File: config.mk
export PLATFORM = sky130hd
export DESIGN_NAME = imu_angle_frame_heading_unwrap_core
export DESIGN_NICKNAME = d
export VERILOG_FILES = /design/src/rtl/iafhu_pkg.sv /design/src/rtl/iafhu_frame_parser.sv /design/src/rtl/iafhu_heading_tracker.sv /design/src/rtl/imu_angle_frame_heading_unwrap_core.sv
export SDC_FILE = /design/constraint.sdc
export NUM_CORES = 1
export LEC_CHECK = 0
export BUFFER_PORTS_ARGS = -buffer_cell sky130_fd_sc_hd__buf_2
export CAP_MARGIN = 5
export CELL_PAD_IN_SITES_DETAIL_PLACEMENT = 0
export CELL_PAD_IN_SITES_GLOBAL_PLACEMENT = 1
export CORE_MARGIN = 2
export CORE_UTILIZATION = 51
export CTS_CLUSTER_DIAMETER = 150
export DETAILED_ROUTE_END_ITERATION = 16
export GPL_TIMING_DRIVEN = 0
export PLACE_DENSITY_LB_ADDON = 0.2
export SYNTH_ARGS = -nofsm -noshare
export SYNTH_HDL_FRONTEND = slang
export SYNTH_SLANG_ARGS = --single-unit
File: constraint.sdc
create_clock -name clock -period 12.45 [get_ports clock]
set_input_delay 0.6225 -clock clock [delete_from_list [all_inputs] [get_ports clock]]
set_output_delay 0.6225 -clock clock [all_outputs]
set_load 0.05 [all_outputs]
File: src/rtl/iafhu_pkg.sv
// ----------------------------------------------------------------------------
// iafhu_pkg
// Shared types and constants of the IMU angle frame heading unwrap block.
// ----------------------------------------------------------------------------
package iafhu_pkg;

   // frame layout
   localparam int FRAME_BYTES  = 11;
   localparam int POS_BITS     = 4;
   localparam logic [POS_BITS-1:0] TYPE_POS   = POS_BITS'(1);
   localparam logic [POS_BITS-1:0] YAW_LO_POS = POS_BITS'(6);
   localparam logic [POS_BITS-1:0] YAW_HI_POS = POS_BITS'(7);
   localparam logic [POS_BITS-1:0] SUM_POS    = POS_BITS'(FRAME_BYTES - 1);
   localparam logic [7:0] SYNC_BYTE  = 8'h55;
   localparam logic [7:0] ANGLE_TYPE = 8'h53;

   // datapath widths
   localparam int HEADING_BITS = 32;
   localparam int AGE_BITS     = 16;
   localparam int YAW_BITS     = 16;
   localparam int TIMEOUT_BITS = 16;
   localparam int AGE_CMP_BITS = (AGE_BITS > TIMEOUT_BITS) ? AGE_BITS : TIMEOUT_BITS;
   localparam int OUT_HEADING_BITS = 32;
   localparam int WIDE_HEADING_BITS = 64;

   // configuration register map
   localparam int CSR_INDEX_BITS = 4;
   localparam int CSR_DATA_BITS  = 16;
   localparam logic [CSR_INDEX_BITS-1:0] CSR_INVERT_DIRECTION = CSR_INDEX_BITS'(0);
   localparam logic [CSR_INDEX_BITS-1:0] CSR_FRESH_LIMIT      = CSR_INDEX_BITS'(1);
   localparam logic [TIMEOUT_BITS-1:0]   TIMEOUT_RESET        = TIMEOUT_BITS'(500);

   // input action codes
   localparam logic ACTION_BYTE = 1'b0;
   localparam logic ACTION_TICK = 1'b1;

   typedef struct packed {
      logic       action;
      logic [7:0] rx_byte;
   } req_type;

   typedef struct packed {
      logic signed [OUT_HEADING_BITS-1:0] heading;
      logic                               has_baseline;
      logic                               is_fresh;
      logic                               heading_updated;
   } rsp_type;

   typedef struct packed {
      logic                    invert_direction;
      logic [TIMEOUT_BITS-1:0] fresh_limit;
   } cfg_type;

   // parser to tracker: a completed angle frame
   typedef struct packed {
      logic                valid;
      logic [YAW_BITS-1:0] yaw;
   } yaw_type;

endpackage

File: src/rtl/iafhu_frame_parser.sv
// ----------------------------------------------------------------------------
// iafhu_frame_parser
// Hunts for sync, collects frame bytes, checks the sum and flags angle frames.
// ----------------------------------------------------------------------------
module iafhu_frame_parser
   import iafhu_pkg::*;
(
   input  logic    clock,
   input  logic    reset,
   input  logic    step,
   input  req_type item,
   output yaw_type frame
);

   logic [POS_BITS-1:0] position_ff, position_in;
   logic [7:0]          sum_ff, sum_in;
   logic [7:0]          type_ff, type_in;
   logic [7:0]          yaw_lo_ff, yaw_lo_in;
   logic [7:0]          yaw_hi_ff, yaw_hi_in;
   logic                take_byte;
   logic                sum_ok;

   assign take_byte = step && (item.action == ACTION_BYTE);
   assign sum_ok    = (sum_ff == item.rx_byte);

   // frame sequencing
   always_comb begin
      position_in = position_ff;
      sum_in      = sum_ff;
      type_in     = type_ff;
      yaw_lo_in   = yaw_lo_ff;
      yaw_hi_in   = yaw_hi_ff;
      frame.valid = 1'b0;
      frame.yaw   = {yaw_hi_ff, yaw_lo_ff};
      if (take_byte) begin
         if (position_ff == '0) begin
            // hunting for the sync byte
            if (item.rx_byte == SYNC_BYTE) begin
               sum_in      = item.rx_byte;
               position_in = POS_BITS'(1);
            end
         end else if (position_ff < SUM_POS) begin
            if (position_ff == TYPE_POS) begin
               type_in = item.rx_byte;
            end else if (position_ff == YAW_LO_POS) begin
               yaw_lo_in = item.rx_byte;
            end else if (position_ff == YAW_HI_POS) begin
               yaw_hi_in = item.rx_byte;
            end
            sum_in      = sum_ff + item.rx_byte;
            position_in = position_ff + POS_BITS'(1);
         end else if (sum_ok) begin
            frame.valid = (type_ff == ANGLE_TYPE);
            position_in = '0;
         end else if (item.rx_byte == SYNC_BYTE) begin
            // bad sum, but this byte may open the next frame
            sum_in      = item.rx_byte;
            position_in = POS_BITS'(1);
         end else begin
            position_in = '0;
         end
      end
   end

   // control state
   always_ff @(posedge clock) begin
      if (reset) begin
         position_ff <= '0;
         sum_ff      <= '0;
      end else begin
         position_ff <= position_in;
         sum_ff      <= sum_in;
      end
   end

   // frame field stores
   always_ff @(posedge clock) begin
      type_ff   <= type_in;
      yaw_lo_ff <= yaw_lo_in;
      yaw_hi_ff <= yaw_hi_in;
   end

endmodule

File: src/rtl/iafhu_heading_tracker.sv
// ----------------------------------------------------------------------------
// iafhu_heading_tracker
// Unwraps yaw into a saturating heading and ages the last angle frame.
// ----------------------------------------------------------------------------
module iafhu_heading_tracker
   import iafhu_pkg::*;
(
   input  logic    clock,
   input  logic    reset,
   input  logic    step,
   input  req_type item,
   input  yaw_type frame,
   input  cfg_type cfg,
   output rsp_type result
);

   localparam logic signed [HEADING_BITS-1:0] HEADING_MAX = {1'b0, {(HEADING_BITS-1){1'b1}}};
   localparam logic signed [HEADING_BITS-1:0] HEADING_MIN = {1'b1, {(HEADING_BITS-1){1'b0}}};
   localparam logic [AGE_BITS-1:0]            AGE_MAX     = '1;

   logic                           baseline_ff, baseline_in;
   logic [YAW_BITS-1:0]            prev_yaw_ff, prev_yaw_in;
   logic signed [HEADING_BITS-1:0] heading_ff, heading_in;
   logic [AGE_BITS-1:0]            age_ff, age_in;
   logic [YAW_BITS-1:0]            yaw;
   logic [YAW_BITS-1:0]            delta;
   logic [HEADING_BITS:0]          sum;
   logic                           tick;
   logic                           take;
   logic signed [WIDE_HEADING_BITS-1:0] heading_wide;

   assign tick = step && (item.action == ACTION_TICK);
   assign take = step && frame.valid;

   // optional direction flip, wraps at the negative limit
   assign yaw   = cfg.invert_direction ? YAW_BITS'(-frame.yaw) : frame.yaw;
   assign delta = yaw - prev_yaw_ff;
   assign sum   = {heading_ff[HEADING_BITS-1], heading_ff}
                + {{(HEADING_BITS+1-YAW_BITS){delta[YAW_BITS-1]}}, delta};

   // heading and baseline update
   always_comb begin
      baseline_in = baseline_ff;
      prev_yaw_in = prev_yaw_ff;
      heading_in  = heading_ff;
      if (take) begin
         baseline_in = 1'b1;
         prev_yaw_in = yaw;
         if (!baseline_ff) begin
            heading_in = '0;
         end else if (sum[HEADING_BITS] != sum[HEADING_BITS-1]) begin
            heading_in = sum[HEADING_BITS] ? HEADING_MIN : HEADING_MAX;
         end else begin
            heading_in = sum[HEADING_BITS-1:0];
         end
      end
   end

   // frame age, saturating
   always_comb begin
      age_in = age_ff;
      if (take) begin
         age_in = '0;
      end else if (tick && (age_ff != AGE_MAX)) begin
         age_in = age_ff + AGE_BITS'(1);
      end
   end

   always_ff @(posedge clock) begin
      if (reset) begin
         baseline_ff <= 1'b0;
         prev_yaw_ff <= '0;
         heading_ff  <= '0;
         age_ff      <= '0;
      end else begin
         baseline_ff <= baseline_in;
         prev_yaw_ff <= prev_yaw_in;
         heading_ff  <= heading_in;
         age_ff      <= age_in;
      end
   end

   // result reflects the state after this item
   assign heading_wide           = WIDE_HEADING_BITS'(heading_in);
   assign result.heading         = heading_wide[OUT_HEADING_BITS-1:0];
   assign result.has_baseline    = baseline_in;
   assign result.is_fresh        = baseline_in &&
      (AGE_CMP_BITS'(age_in) <= AGE_CMP_BITS'(cfg.fresh_limit));
   assign result.heading_updated = take;

endmodule

File: src/rtl/imu_angle_frame_heading_unwrap_core.sv
// ----------------------------------------------------------------------------
// imu_angle_frame_heading_unwrap_core
// Serial IMU angle frame parser with continuous heading output.
// ----------------------------------------------------------------------------
// Each req_ transfer carries one received byte (action 0) or one
// millisecond tick (action 1); each produces exactly one rsp_ transfer
// with the heading, baseline and freshness flags after that item.
// Items pass an input register, then the parser and heading update
// logic, then a result register, which drives rsp_valid and rsp_data.
// One item is taken per cycle while rsp_ready stays high.
// When the receiver stalls, the result register holds its item and the
// input register takes one more; req_ready then drops until the result
// register drains. No item is lost or repeated.
// Configuration: csr_ index 0 sets invert_direction, index 1 sets the
// freshness limit (largest age still fresh), other indexes are ignored;
// csr_ready is always high. Write configuration only while no item is
// in flight.
// Reset (synchronous) empties both registers, clears the frame hunt,
// the baseline, the heading and the age, and restores the limit to 500.
// ----------------------------------------------------------------------------
module imu_angle_frame_heading_unwrap_core
   import iafhu_pkg::*;
(
   input  logic                      clock,
   input  logic                      reset,
   input  logic                      req_valid,
   output logic                      req_ready,
   input  req_type                   req_data,
   output logic                      rsp_valid,
   input  logic                      rsp_ready,
   output rsp_type                   rsp_data,
   input  logic                      csr_valid,
   output logic                      csr_ready,
   input  logic [CSR_INDEX_BITS-1:0] csr_index,
   input  logic [CSR_DATA_BITS-1:0]  csr_data
);

   logic    in_valid_ff, in_valid_in;
   req_type in_data_ff;
   logic    out_valid_ff, out_valid_in;
   rsp_type out_data_ff;
   cfg_type cfg_ff, cfg_in;
   logic    advance;
   logic    req_take;
   yaw_type frame;
   rsp_type result;

   // pipeline handshake
   assign advance     = in_valid_ff && (!out_valid_ff || rsp_ready);
   assign req_ready   = !in_valid_ff || advance;
   assign req_take    = req_valid && req_ready;
   assign in_valid_in = req_take || (in_valid_ff && !advance);
   assign out_valid_in = advance || (out_valid_ff && !rsp_ready);

   always_ff @(posedge clock) begin
      if (reset) begin
         in_valid_ff  <= 1'b0;
         out_valid_ff <= 1'b0;
      end else begin
         in_valid_ff  <= in_valid_in;
         out_valid_ff <= out_valid_in;
      end
   end

   // payload registers
   always_ff @(posedge clock) begin
      if (req_take) begin
         in_data_ff <= req_data;
      end
      if (advance) begin
         out_data_ff <= result;
      end
   end

   // configuration registers
   assign csr_ready = 1'b1;

   always_comb begin
      cfg_in = cfg_ff;
      if (csr_valid) begin
         unique case (csr_index)
            CSR_INVERT_DIRECTION: cfg_in.invert_direction = csr_data[0];
            CSR_FRESH_LIMIT:      cfg_in.fresh_limit = csr_data[TIMEOUT_BITS-1:0];
            default: cfg_in = cfg_ff;
         endcase
      end
   end

   always_ff @(posedge clock) begin
      if (reset) begin
         cfg_ff.invert_direction <= 1'b0;
         cfg_ff.fresh_limit      <= TIMEOUT_RESET;
      end else begin
         cfg_ff <= cfg_in;
      end
   end

   iafhu_frame_parser u_parser (
      .clock (clock),
      .reset (reset),
      .step  (advance),
      .item  (in_data_ff),
      .frame (frame)
   );

   iafhu_heading_tracker u_tracker (
      .clock  (clock),
      .reset  (reset),
      .step   (advance),
      .item   (in_data_ff),
      .frame  (frame),
      .cfg    (cfg_ff),
      .result (result)
   );

   assign rsp_valid = out_valid_ff;
   assign rsp_data  = out_data_ff;

endmodule

# Yosys cells after proc, flatten, opt, wreduce, memory -nomap -nowiden
# Index checks and enable logic that the tools add are counted.
# word_totals
latchBits	0
register_bits	164
output_inout_bits	38
mem_bits_ro	0
wordCells	89
n_memories	0
inputBits	34
ram_bits	0
# op_classes
eq_ne	11
order_cmp	2
n_addsub	6
n_bitwise	4
multipliers	0
reduce_logical	26
mux	21
n_shift	0
n_div	0
# ops
cell	n
32-bit two-way mux	4
16-bit two-way mux	3
32-bit by 16-bit adder with 33-bit output	1
8-bit two-way mux	4
16-bit by 1-bit adder with 16-bit output (second input constant)	1
8-bit by 7-bit == test with 1-bit output (second input constant)	2
16-bit <= comparator	1
4-bit two-way mux	4
16-bit != test (second input constant)	1
16-bit negation	1
16-bit subtractor	1
1-bit logical AND	9
8-bit adder	1
4-bit by 1-bit == test with 1-bit output (second input constant)	2
4-bit by 3-bit == test with 1-bit output (second input constant)	2
8-bit == test	1
4-bit zero test	2
2-bit AND reduction	4
1-bit two-way mux	6
6-bit AND reduction	1
5-bit AND reduction	1
4-bit by 1-bit adder with 4-bit output (second input constant)	1
1-bit zero test	4
1-bit logical OR	4
6 further kinds	9

# Longest topological paths before layout
# Gate-level depths: netlist (run 1).
# depth
depth_word	9
ltp_mapped	27
depth_no_buf	26

# Modules after synthesis
# Synthesis (run 1) repeated with hierarchy kept, for this count alone.
# hier_totals
cells_unflattened	1076
area_unflattened_um2	9696.8
# by_module_without_submodules
module	area_per_inst_um2	cells_each	n_inst
iafhu_heading_tracker	5904.4	804	1
imu_angle_frame_heading_unwrap_core	2144.6	133	1
iafhu_frame_parser	1647.8	139	1

# Least setup slack after synthesis (run 1)
# OpenSTA, ideal clock, no wires.
# synth_path
kind	reg2reg
from	register cfg_ff[16] (netlist bit)
to	register out_data_ff (netlist bit rsp_data[3]) (data pin)
setup_ns	0.259
stages_incl_launch_ff	25
t_arrival_ns	6.244
period_less_slack_ns	6.503
setup_slack_ns	5.947
required_ns	12.191
path_cell_list	dfxtp_1 -> clkbuf_1 -> mux2i_1 -> inv_1 -> ha_1 -> nor2b_1 -> o21ai_0 -> a21boi_0 -> o21ai_0 -> a21boi_0 -> o21ai_0 -> a21oi_1 -> nand3b_1 -> and2_1 -> a211oi_1 -> ha_1 -> a21o_1 -> a21o_1 -> a221o_1 -> a211oi_1 -> o21ai_4 -> xnor2_2 -> buf_6 -> maj3_2 -> a22o_1
# synth_lines
item	line_no	rtl
from (decl)	imu_angle_frame_heading_unwrap_core.sv:42	cfg_type cfg_ff, cfg_in;
from (signal assigned)	imu_angle_frame_heading_unwrap_core.sv:94	cfg_ff <= cfg_in;
to (signal assigned)	imu_angle_frame_heading_unwrap_core.sv:71	out_data_ff <= result;
to (decl)	imu_angle_frame_heading_unwrap_core.sv:41	rsp_type out_data_ff;

==> impl_results.md, run 1 <==
* GRT Total Usage at 23.3%
* Final Skew at 0.0122 ns
* Crit. End Element: flop
* WHS Path Cells at 1
* Largest net degree at the start of global routing at 33
* Critical-path maximum fanout at 18
* ANT nets after route at 0
* Cell repeated most along the worst path: o21ai_0
* Floorplan Core Area at 0.0187 sq mm
* Vias per cell at about 5.5
* Ys flop type: dfxtp_1
* Worst slew pin tran at between 1 and 1.5 ns
* Routed wire per std cell at 16.4 um
* Synthesized area at 0.00970 sq mm
* Top-level port count at ~70
* Die Ht at ~140 um
* Synthesized flop and latch total at 164
* Post-CTS Hold Fix Bufs at 0
* Vias in the first global route at 7,484
* Clock Path Buffers at 2
* Post-synthesis sequential area ratio at 40.9%
* Buf+Inv Stages, Crit Path at 4
* Final RePlAce weighted congestion at roughly 0.82
* Status: finished, final reports clean
* Synth area leader: edfxtp_1
* Top cell type's share of synthesized area at 21.1%
* TritonCTS clock tree: done
* Mapped Cells at 1,031
* Area growth, synth to finish at 13.5%
* Slew HR at 33.0%
* Port bufs at 69
* Htree depth at 4
* Die W at 142 um
* CTS sink count at 164
* RR Startpoint: cfg_ff[16]
* Setup bufs post-CTS at 0
* Layout cells sized above 1 at 14.6%
* Ranking of synthesized cells by area: edfxtp_1 (21%), dfxtp_1 (20%), ha_1 (9.9%), nand2_1 (3.6%), nor2_1 (3.6%)
* CTS Buf Count at 17
* DRT iter0 DRCs at 379
* # DRC at 0
* Library cells used by synthesis at 74
* Rows at 50
* Slew Limit Fails at 0
* Worst VDD drop at 0.104 mV
* Skew-Pair Late Insertion Delay at 0.44 ns
* First-pass GRT wire length at 36.8 mm
* Tcrit/Tclk final at 57.2%
* WS Path Type: flop to flop
* Pwr per Cell Area at 108 mW/mm^2
* HPWL Detailed at 16.6 mm
* Hold Vio Cnt, Final at 0
* Wire length after detailed routing at 22.4 mm
* Synth top cells by count: dfxtp_1 (96), nand2_1 (94), nor2_1 (92), ha_1 (77), edfxtp_1 (68)
* Final setup fails at 0
* CTS root buf: clkbuf_16
* Pleak at 4.43 nW
* Max cap viols at 0
* CP startpoint: cfg_ff[16]
* Worst Hold Class: input port to flop
* Synthesized Nets at 1,145
* Tot Pwr at roughly 0.0012 W
* Crit-path max cell delay at 0.77 ns
* Detailed-route via count at 7,548
* Worst-path clk slew at 0.07 ns
* CP Depth at 26
* Final Instance Count excl. Fillers at 1,368
* Hold Startpoint: req_data[0]
* # diodes at 0
* Die Area at 0.0201 sq mm
* Post-synth ARST share at 0%
* Placed instance count at 1,336
* RSZ-0062 raised after global routing: false
* Min cycle time layout at 7.13 ns
* Starting density of the core at 51.8%
* Worst Setup Start Kind: flop
* WP data arrival at roughly 7.3 ns
* TNS Setup at 0 ns
* R2r worst-path depth at 26
* Critical path required time at 12.64 ns
* Slowest cell on the critical path: a2111oi_0
* Maximum clock frequency at 140 MHz
* Overflow after GRT at 0
* Final #Nets at ~1,200
* CTS resizes at 0
* Delay-heaviest family, CP: compound AO/OA/AOI/OAI gates
* Most frequent cell after synthesis: dfxtp_1
* Ys Warns at 0
* Initial antenna violation count at 0
* Pre-Repair DR Iteration Count at 5
* Post-synth EDFFs at 68
* Mapped Avg Cell Area at 9.40 sq um
==> worst reg2reg max path: stages (launching register included) <==
cell and delay (ns):
dfxtp_1 0.45, clkbuf_1 0.41, mux2i_1 0.40, inv_1 0.08, ha_1 0.27, nor2b_1 0.12, o21ai_0 0.22, a21boi_0 0.16
o21ai_0 0.26, a21boi_0 0.16, o21ai_0 0.27, a21oi_1 0.13, nand3b_1 0.19, a2111oi_0 0.77, a211oi_4 0.08, buf_8 0.21
ha_1 0.36, a21o_1 0.21, a221o_1 0.36, a21o_1 0.19, a21oi_1 0.18, inv_1 0.08, a221oi_1 0.58, o211ai_1 0.21
and3_1 0.22, o211ai_1 0.21, nand3_1 0.11
==> layout by cell type (no fill, tap or decap), types with 4 or more instances in the layout <==
| master | instances |
|---|---|
| a21o_1 | 21 |
| o21ai_1 | 11 |
| xor2_1 | 34 |
| mux2i_1 | 4 |
| xnor2_1 | 37 |
| ha_1 | 77 |
| nor2_1 | 92 |
| o21a_1 | 8 |
| inv_1 | 65 |
| buf_4 | 4 |
| o21bai_1 | 8 |
| clkinv_8 | 6 |
| a211oi_1 | 21 |
| nand2b_1 | 11 |
| o211ai_1 | 9 |
| dfxtp_1 | 96 |
| a31oi_1 | 11 |
| nor4_1 | 5 |
| nand3_1 | 16 |
| clkbuf_16 | 17 |
| buf_1 | 4 |
| or3_1 | 4 |
| maj3_2 | 20 |
| and2_1 | 9 |
| nand4_1 | 13 |
| nor3_1 | 27 |
| o21ai_2 | 16 |
| nand2_1 | 94 |
| a21oi_1 | 55 |
| edfxtp_1 | 68 |
| and3_1 | 9 |
| o21ai_0 | 32 |
| a211o_1 | 7 |
| a21boi_0 | 7 |
| buf_2 | 69 |
| nor2b_1 | 42 |
| clkbuf_1 | 23 |
==> report_power, final <==
group / switching (W) / internal, W / total (W)
Combinational: 0.0000556 / 0.0000247 / 0.0000802
Clock: 0.000260 / 0.000272 / 0.000532
Sequential: 0.00000502 / 0.000567 / 0.000572
Total: 0.000321 / 0.000864 / 0.00118
==> kinds of logic after synthesis <==
kind of cell	after synthesis	synth area share, %
xor gates and xnor gates	73	6.75
buffers and inverters	101	4.30
adders and majority gates	102	13.1
DFF	164	40.9
and+or+nand+nor	340	16.9
muxes	4	0.413
AOI/OAI and AO/OA	246	17.6
other	1	0.0387
==> area by class of cell <==
cell class                      count  area (sq um)
Multi-Input combinational cell    766          5340
Clock buffer                       17           425
Inverter                           67           251
Timing Repair Buffer               71           380
Clock inverter                     15           184
Tap cell                          234           293
Fill cell                        1641          7700
Sequential cell                   164          3960
Buffer                             34           165
==> flip-flops by register name (all words and copies together) (netlist names) <==
register / flops
rsp_data: 35
u_tracker.heading_ff: 32
cfg_ff: 17
u_tracker.age_ff: 16
u_tracker.prev_yaw_ff: 16
in_data_ff: 9
u_parser.sum_ff: 8
u_parser.type_ff: 8
u_parser.yaw_hi_ff: 8
u_parser.yaw_lo_ff: 8
u_parser.position_ff: 4
in_valid_ff: 1
rsp_valid: 1
u_tracker.baseline_ff: 1
==> routing by layer <==
layer | wire (um) | vias up | share of wire [%] | global-route usage, %
met2 | 11000 | 149 | 49 | 40.7
met4 | 444 | 0 | 2.0 | 8.05
met3 | 804 | 28 | 3.6 | 3.91
met5 | 0 | - | 0 | 0
li1 | - | 3858 | - | -
met1 | 10100 | 3513 | 45 | 29.2
==> worst paths after layout <==
kind | to | slack [ns]
setup / recovery | rsp_data[33] | 5.32
hold reg to reg | cfg_ff[10] | 0.45
hold / removal | in_data_ff[0] | 0.35
setup reg to reg | rsp_data[33] | 5.32
==> stage by stage <==
| stage | utilization (%) | setup WS (ns) | hold WS (ns) | cell area (sq um) |
|---|---|---|---|---|
| after floorplan | - | 5.95 | 0.436 | 9700 |
| after global placement | 55.2 | 3.97 | 0.444 | 10300 |
| after detailed placement | 55.6 | 5.40 | 0.447 | 10400 |
| after CTS | 58.8 | 5.36 | 0.339 | 11000 |
| after global routing | 58.8 | 4.78 | 0.339 | 11000 |
| final | 58.8 | 5.32 | 0.352 | 11000 |
No activity file was read; power rests on OpenSTA's default activity.
==> run 2: changes to the inputs <==
--- a/config.mk
+++ b/config.mk
@@ -10,7 +10,7 @@
 export CELL_PAD_IN_SITES_DETAIL_PLACEMENT = 0
 export CELL_PAD_IN_SITES_GLOBAL_PLACEMENT = 1
 export CORE_MARGIN = 2
-export CORE_UTILIZATION = 51
+export CORE_UTILIZATION = 43
 export CTS_CLUSTER_DIAMETER = 150
 export DETAILED_ROUTE_END_ITERATION = 16
 export GPL_TIMING_DRIVEN = 0
==> constraint.sdc (replaced) <==
create_clock -name clock -period 6 [get_ports clock]
set_input_delay 0.3 -clock clock [delete_from_list [all_inputs] [get_ports clock]]
set_output_delay 0.3 -clock clock [all_outputs]
set_load 0.05 [all_outputs]
==> run 2 against run 1 <==
  * Non-clock buffer count is 15 higher
  * Global-route usage is 3.4 points lower
  * Critical endpoint is now u_tracker.heading_ff[27]
  * Die area is 18% higher
==> impl_results.md, run 2 (same netlist as run 1, synthesis figures left out) <==
* Pwr per Cell Area at 216 mW/mm^2 (+100%)
* Status: finished, final reports clean
* CTS sink count at 164 (unchanged)
* Final Skew at 0.0168 ns (+0.00462 ns)
* Skew-Pair Late Insertion Delay at 0.44 ns (about the same)
* CP startpoint: u_parser.yaw_lo_ff[3]
* R2r worst-path depth at 25 (-3.8%)
* Vias per cell at 5.29 (-4.1%)
* Die W at 154 um (+8.7%)
* Worst Hold Class: input port to flop
* Overflow after GRT at 0 (unchanged)
* Critical path required time at 6.31 ns (-6.33 ns)
* Pre-Repair DR Iteration Count at 5 (unchanged)
* # DRC at 0 (unchanged)
* Layout cells sized above 1 at 18.7% (+4.2 points)
* Final #Nets at 1,250 (+1.2%)
* Most common cell after layout, fill and taps aside: dfxtp_1
* Starting density of the core at 44.2% (-7.7 points)
* Worst reg2reg endpoint: u_tracker.heading_ff[27]
* Max reg flops at 35 (unchanged)
* WS Path Type: flop to flop
* CP endpoint: u_tracker.heading_ff[27]
* Tcrit/Tclk final at 95.8% (+39 points)
* Hold Vio Cnt, Final at 0 (unchanged)
* Floorplan Core Area at 0.0220 sq mm (+17%)
* WP data arrival at 6.06 ns (-1.25 ns)
* Min cycle time layout at 5.75 ns (-1.38 ns)
* Clock Path Buffers at 2 (unchanged)
* GRT Total Usage at 19.9% (-3.4 points)
* Die Area at 0.0238 sq mm (+18%)
* Worst Setup Start Kind: flop
* Slew Limit Fails at 0 (unchanged)
* WHS Path Cells at 1 (unchanged)
* Htree depth at 4 (unchanged)
* Largest net degree at the start of global routing at 30 (-9.1%)
* Worst VDD drop at 0.255 mV (+140%)
* Worst-path clk slew at 0.07 ns (about the same)
* Initial antenna violation count at 0 (unchanged)
* Most frequent cells in the layout: dfxtp_1 (95), nand2_1 (92), nor2_1 (91)
* CTS Buf Count at 17 (unchanged)
* HPWL Detailed at 17.1 mm (+2.8%)
* Die Ht at 154 um (+8.7%)
* TritonCTS clock tree: done
* Port bufs at 69 (unchanged)
* Final setup fails at 0 (unchanged)
* Slew HR at 36.8% (+3.7 points)
* Crit. End Element: flop
* Detailed-route via count at 7,563 (+0.20%)
* # diodes at 0 (unchanged)
* ANT nets after route at 0 (unchanged)
* Critical-path maximum fanout at 16 (-2)
* Rows at 54 (+8.0%)
* Area growth, synth to finish at 18.0%
* CTS root buf: clkbuf_16
* R2r setup slk at 0.25 ns (-5.07 ns)
* Final core area utilization at 52.1% (-6.7 points)
* Maximum clock frequency at 174 MHz (+24%)
* Vias in the first global route at 7,209 (-3.7%)
* Routed wire per std cell at 16.1 um (-1.5%)
* Max cap viols at 0 (unchanged)
* Top-level port count at 72 (unchanged)
* RR Startpoint: u_parser.yaw_lo_ff[3]
* DRT iter0 DRCs at 394 (+4.0%)
* Final RePlAce weighted congestion at 0.820 (+0.48%)
* Wire length after detailed routing at 23.0 mm (+2.9%)
* First-pass GRT wire length at 37.3 mm (+1.4%)
* Hold slack final at 0.0281 ns (-0.324 ns)
* Worst slew pin tran at 0.946 ns (-0.0557 ns)
* Pleak at 4.55 nW (+2.6%)
## run 2: cell count changes in the layout (fill, tap and decap cells not counted), moves of 3 or more
cell	delta
ha_1	-5
o21ai_1	+3
o21ai_2	+4
ha_4	+5
a21boi_0	-3
buf_4	+13
a21oi_2	+3
a21oi_1	-3
o21ai_0	-7
## run 2: cell type report
class / instances / area [sq um]
Clock inverter: 15 / 183
Buffer: 34 / 176
Fill cell: 2034 / 10500
Clock buffer: 17 / 425
Sequential cell: 164 / 3970
Tap cell: 280 / 350
Multi-Input combinational cell: 766 / 5590
Inverter: 67 / 251
Timing Repair Buffer: 86 / 498
## run 2: metrics by stage
| step | TNS (ns) | cell area [sq um] | total power [W] | std cells | setup slack, ns |
|---|---|---|---|---|---|
| global route | -0.107 | 11400 | 0.00256 | 1429 | -0.0331 |
| global placement | -87.74 | 10400 | 0.00138 | 1380 | -1.60 |
| floorplan | 0 | 9700 | 0.00133 | 1031 | 0.0157 |
| finish | 0 | 11400 | 0.00247 | 1429 | 0.254 |
| CTS | 0 | 11200 | 0.00249 | 1422 | 0.00958 |
| detailed placement | -48.98 | 10500 | 0.00138 | 1382 | -1.05 |
## run 2: metal layers
metal	global-route usage, %	part of all wire, %
met4	6.19	1.7
met2	33.4	47
met3	3.64	3.7
met5	0	0
met1	26.0	47
## run 2: worst min-delay path by stage
stage	from	endpoint	slack [ns]
after floorplan	req_data[0]	in_data_ff[0]	0.40
final	req_data[1]	in_data_ff[1]	0.03
after detailed placement	cfg_ff[10]	cfg_ff[10]	0.45
after global placement	cfg_ff[15]	cfg_ff[15]	0.44
after CTS	req_data[1]	in_data_ff[1]	0.01
after global routing	req_data[8]	in_data_ff[8]	0.02
## run 2: report_power, final
group | switching [W] | internal, W | leakage, nW
logic | 0.000118 | 0.0000554 | 2.87
clock network | 0.000546 | 0.000565 | 0.291
registers | 0.0000104 | 0.00118 | 1.39
total | 0.000674 | 0.00180 | 4.55
## run 2: worst max-delay path, stage by stage (launching register included)
cell and delay (ns):
edfxtp_1 0.40, nor4_2 0.32, nand2b_1 0.16, nor2_4 0.17, nand2_2 0.09, o31ai_4 0.21
xnor2_2 0.14, ha_1 0.24, or3_1 0.41, nor3_1 0.16, nand3b_1 0.19, a2111oi_4 0.39
a211oi_4 0.09, buf_12 0.18, ha_1 0.32, and2_1 0.17, a221o_1 0.32, a21o_1 0.20
a21oi_2 0.15, o21ai_1 0.09, a21oi_2 0.21, a221oi_2 0.11, buf_4 0.19, maj3_2 0.32
a22o_1 0.24, nor2b_1 0.13
## run 2: repair_timing
item,4_1_cts,5_1_grt
buffers inserted,8,7
setup endpoints to repair,64,64
pin swaps,6,15
hold buffers,0,0
gates resized for setup,24,36
==> run 3: changes to the inputs <==
--- a/config.mk
+++ b/config.mk
@@ -5,14 +5,16 @@
 export SDC_FILE = /design/constraint.sdc
 export NUM_CORES = 1
 export LEC_CHECK = 0
-export BUFFER_PORTS_ARGS = -buffer_cell sky130_fd_sc_hd__buf_2
+export ABC_AREA = 0
 export CAP_MARGIN = 5
 export CELL_PAD_IN_SITES_DETAIL_PLACEMENT = 0
 export CELL_PAD_IN_SITES_GLOBAL_PLACEMENT = 1
 export CORE_MARGIN = 2
-export CORE_UTILIZATION = 43
+export CORE_UTILIZATION = 45
 export CTS_CLUSTER_DIAMETER = 150
+export CTS_CLUSTER_SIZE = 16
 export DETAILED_ROUTE_END_ITERATION = 16
+export DONT_BUFFER_PORTS = 1
 export GPL_TIMING_DRIVEN = 0
 export PLACE_DENSITY_LB_ADDON = 0.2
 export SYNTH_ARGS = -nofsm -noshare
==> run 3 against run 2 <==
  * Final cell count down 3.0%
  * First-iteration DRC count down 2.3%
  * Total power increased by 0.62%
  * Sequential share of layout area about the same
  * Clock power hardly changed
  * Worst setup slack worse by 0.044 ns
  * Register-to-register slack worse by 0.04 ns
  * Die area is 4.3% lower
  * Routed wire length grew 1.7%
  * Via count fell by 0.50%
  * Combinational power down 27%
  * Critical path type unchanged
  * Largest cell class unchanged
  * Largest power group unchanged
==> impl_results.md, run 3 (same netlist as run 1, synthesis figures left out) <==
* Met1 GRT Util at 26.5% (+0.52 points)
* Worst Hold Class: input port to flop
* Max cap viols at 0 (unchanged)
* Die Ht at 151 um (-2.2%)
* Top-level port count at 72 (unchanged)
* Area growth, synth to finish at 18.0% (about the same)
* Crit-path max cell delay at 0.44 ns (+0.03 ns)
* Met3 Usage GRT at 3.80% (+0.16 points)
* Most frequent cells in the layout: dfxtp_1 (95), nand2_1 (91), nor2_1 (91)
* First-pass GRT wire length at 37.0 mm (-0.68%)
* Routed wire per std cell at 16.9 um (+4.9%)
* Largest net degree at the start of global routing at 29 (-3.3%)
* Internal power at 0.00183 W (+1.9%)
* Initial antenna violation count at 0 (unchanged)
* CTS Buf Count at 17 (unchanged)
* Combinational power share at 5.1% (-1.9 points)
* Sequential power share at 49.5% (+1.5 points)
* Die Area at 0.0227 sq mm (-4.3%)
* Detailed-route via count at 7,525 (-0.50%)
* Busiest grt layer: met2
* Slew Limit Fails at 0 (unchanged)
* WHS Path Cells at 2 (+1)
* Tcrit/Tclk final at 96.5% (+0.73 points)
* Fill cells at 1,938 (-4.7%)
* Worst VDD drop at 0.165 mV (-35%)
* Crit. End Element: flop
* Floorplan Core Area at 0.0211 sq mm (-4.0%)
* Worst slew pin tran at 0.943 ns (-0.00326 ns)
* Tot Pwr at 0.00249 W (+0.62%)
* R2r worst-path depth at 29 (+16%)
* Buf+Inv Stages, Crit Path at 5 (+3)
* Critical path required time at 6.30 ns (about the same)
* Final RePlAce weighted congestion at 0.826 (+0.72%)
* Worst Setup Start Kind: flop
* Final WS setup at 0.210 ns (-0.0437 ns)
* Htree depth at 4 (unchanged)
* ANT nets after route at 0 (unchanged)
* Most common cell after layout, fill and taps aside: dfxtp_1
* Final #Nets at 1,212 (-3.0%)
* Vias in the first global route at 7,261 (+0.72%)
* CTS root buf: clkbuf_16
* Status: finished, final reports clean
* TritonCTS clock tree: done
* WS Path Type: flop to flop
* Hold Vio Cnt, Final at 0 (unchanged)
* Vias per cell at 5.43 (+2.6%)
* # diodes at 0 (unchanged)
* HPWL Detailed at 17.0 mm (-0.71%)
* Clock Path Buffers at 2 (unchanged)
* Pleak at 4.43 nW (-2.6%)
* Pre-Repair DR Iteration Count at 11 (+6)
* Rows at 53 (-1.9%)
* Switch Pwr at 0.000655 W (-2.8%)
* GRT Total Usage at 21.0% (+1.2 points)
* Maximum clock frequency at 173 MHz (-0.76%)
* Max reg flops at 35 (unchanged)
* Slowest cell on the critical path: a2111oi_4
* DRT iter0 DRCs at 385 (-2.3%)
* Switching Share at 26.4% (-0.92 points)
* Wire length after detailed routing at 23.4 mm (+1.7%)
* Pre-CTS setup slack at -1.01 ns (+0.0374 ns)
* Port bufs at 0 (-100%)
* Starting density of the core at 46.0% (+1.8 points)
* WP data arrival at 6.09 ns (+0.03 ns)
* Worst-path clk slew at 0.08 ns (about the same)
* Skew-Pair Late Insertion Delay at 0.44 ns (about the same)
* Die W at 151 um (-2.2%)
* CTS sink count at 164 (unchanged)
* Delay-heaviest family, CP: compound AO/OA/AOI/OAI gates
* Met2 usage at 36.6% (+3.1 points)
* CP Depth at 29 (+16%)
* Seq. cell area at 0.00397 sq mm (unchanged)
* Pwr per Cell Area at 217 mW/mm^2 (+0.63%)
* Post-DP Area at 0.0101 sq mm (-3.4%)
* Clock network fraction of total power at 45.4% (+0.4 points)
* Min cycle time layout at 5.79 ns (+0.0437 ns)
* Final setup fails at 0 (unchanged)
* Overflow after GRT at 0 (unchanged)
* Final Skew at 0.0128 ns (-0.00404 ns)
* Area of the multi-input gates at 0.00562 sq mm (+0.49%)
* Slew HR at 37.0% (+0.22 points)
* # DRC at 0 (unchanged)
* Critical-path maximum fanout at 8 (-8)
* Layout cells sized above 1 at 14.7% (-4.0 points)
* Post-route cell area at 0.0114 sq mm (about the same)
[run 3: per-stage QoR]
| stage | instances | TNS [ns] | utilization [%] | hold WS, ns |
|---|---|---|---|---|
| 6_report | 1386 | 0 | 54.2 | 0.0130 |
| 5_1_grt | 1386 | -0.570 | 54.2 | 0.0153 |
| 4_1_cts | 1367 | 0 | 52.5 | 0.00231 |
| 3_5_place_dp | 1308 | -48.60 | 47.9 | 0.399 |
| 3_3_place_gp | 1306 | -89.78 | 47.6 | 0.399 |
| 2_1_floorplan | 1031 | 0 | - | 0.399 |
[run 3: metal layers]
metal | wire length, um | vias to the layer above
met5 | 0 | -
met4 | 509 | 0
met3 | 920 | 34
met2 | 11300 | 155
met1 | 10700 | 3532
li1 | - | 3804
[run 3: repair_timing]
action,in CTS,in global routing
endpoints found under the setup margin,64,64
resized for setup,22,43
cloned,0,1
hold buffers,24,0
buffers inserted,3,18
endpoints found under the hold margin,24,0
pin swaps,1,29
[run 3: path summary, 6_finish.rpt]
| path | from | to | slack, ns |
|---|---|---|---|
| max | u_parser.yaw_lo_ff[0] | u_tracker.heading_ff[27] | 0.21 |
| min | csr_data[0] | cfg_ff[16] | 0.01 |
| max reg2reg | u_parser.yaw_lo_ff[0] | u_tracker.heading_ff[27] | 0.21 |
| min reg2reg | cfg_ff[1] | cfg_ff[1] | 0.46 |
[run 3: area by class of cell]
cell class	instances	area share, %
Sequential cell	164	34.7
Inverter	67	2.20
Clock inverter	15	1.67
Multi-Input combinational cell	766	49.1
Buffer	34	1.54
Timing Repair Buffer	48	4.08
Clock buffer	17	3.72
Tap cell	275	3.01
[run 3: power groups by stage]
stage          combinational, W  clock, W  sequential, W
2_1_floorplan         0.0000762         0        0.00125
3_3_place_gp           0.000101         0        0.00126
3_5_place_dp           0.000105         0        0.00126
4_1_cts                0.000118   0.00115        0.00123
5_1_grt                0.000139   0.00119        0.00123
6_report               0.000126   0.00113        0.00123
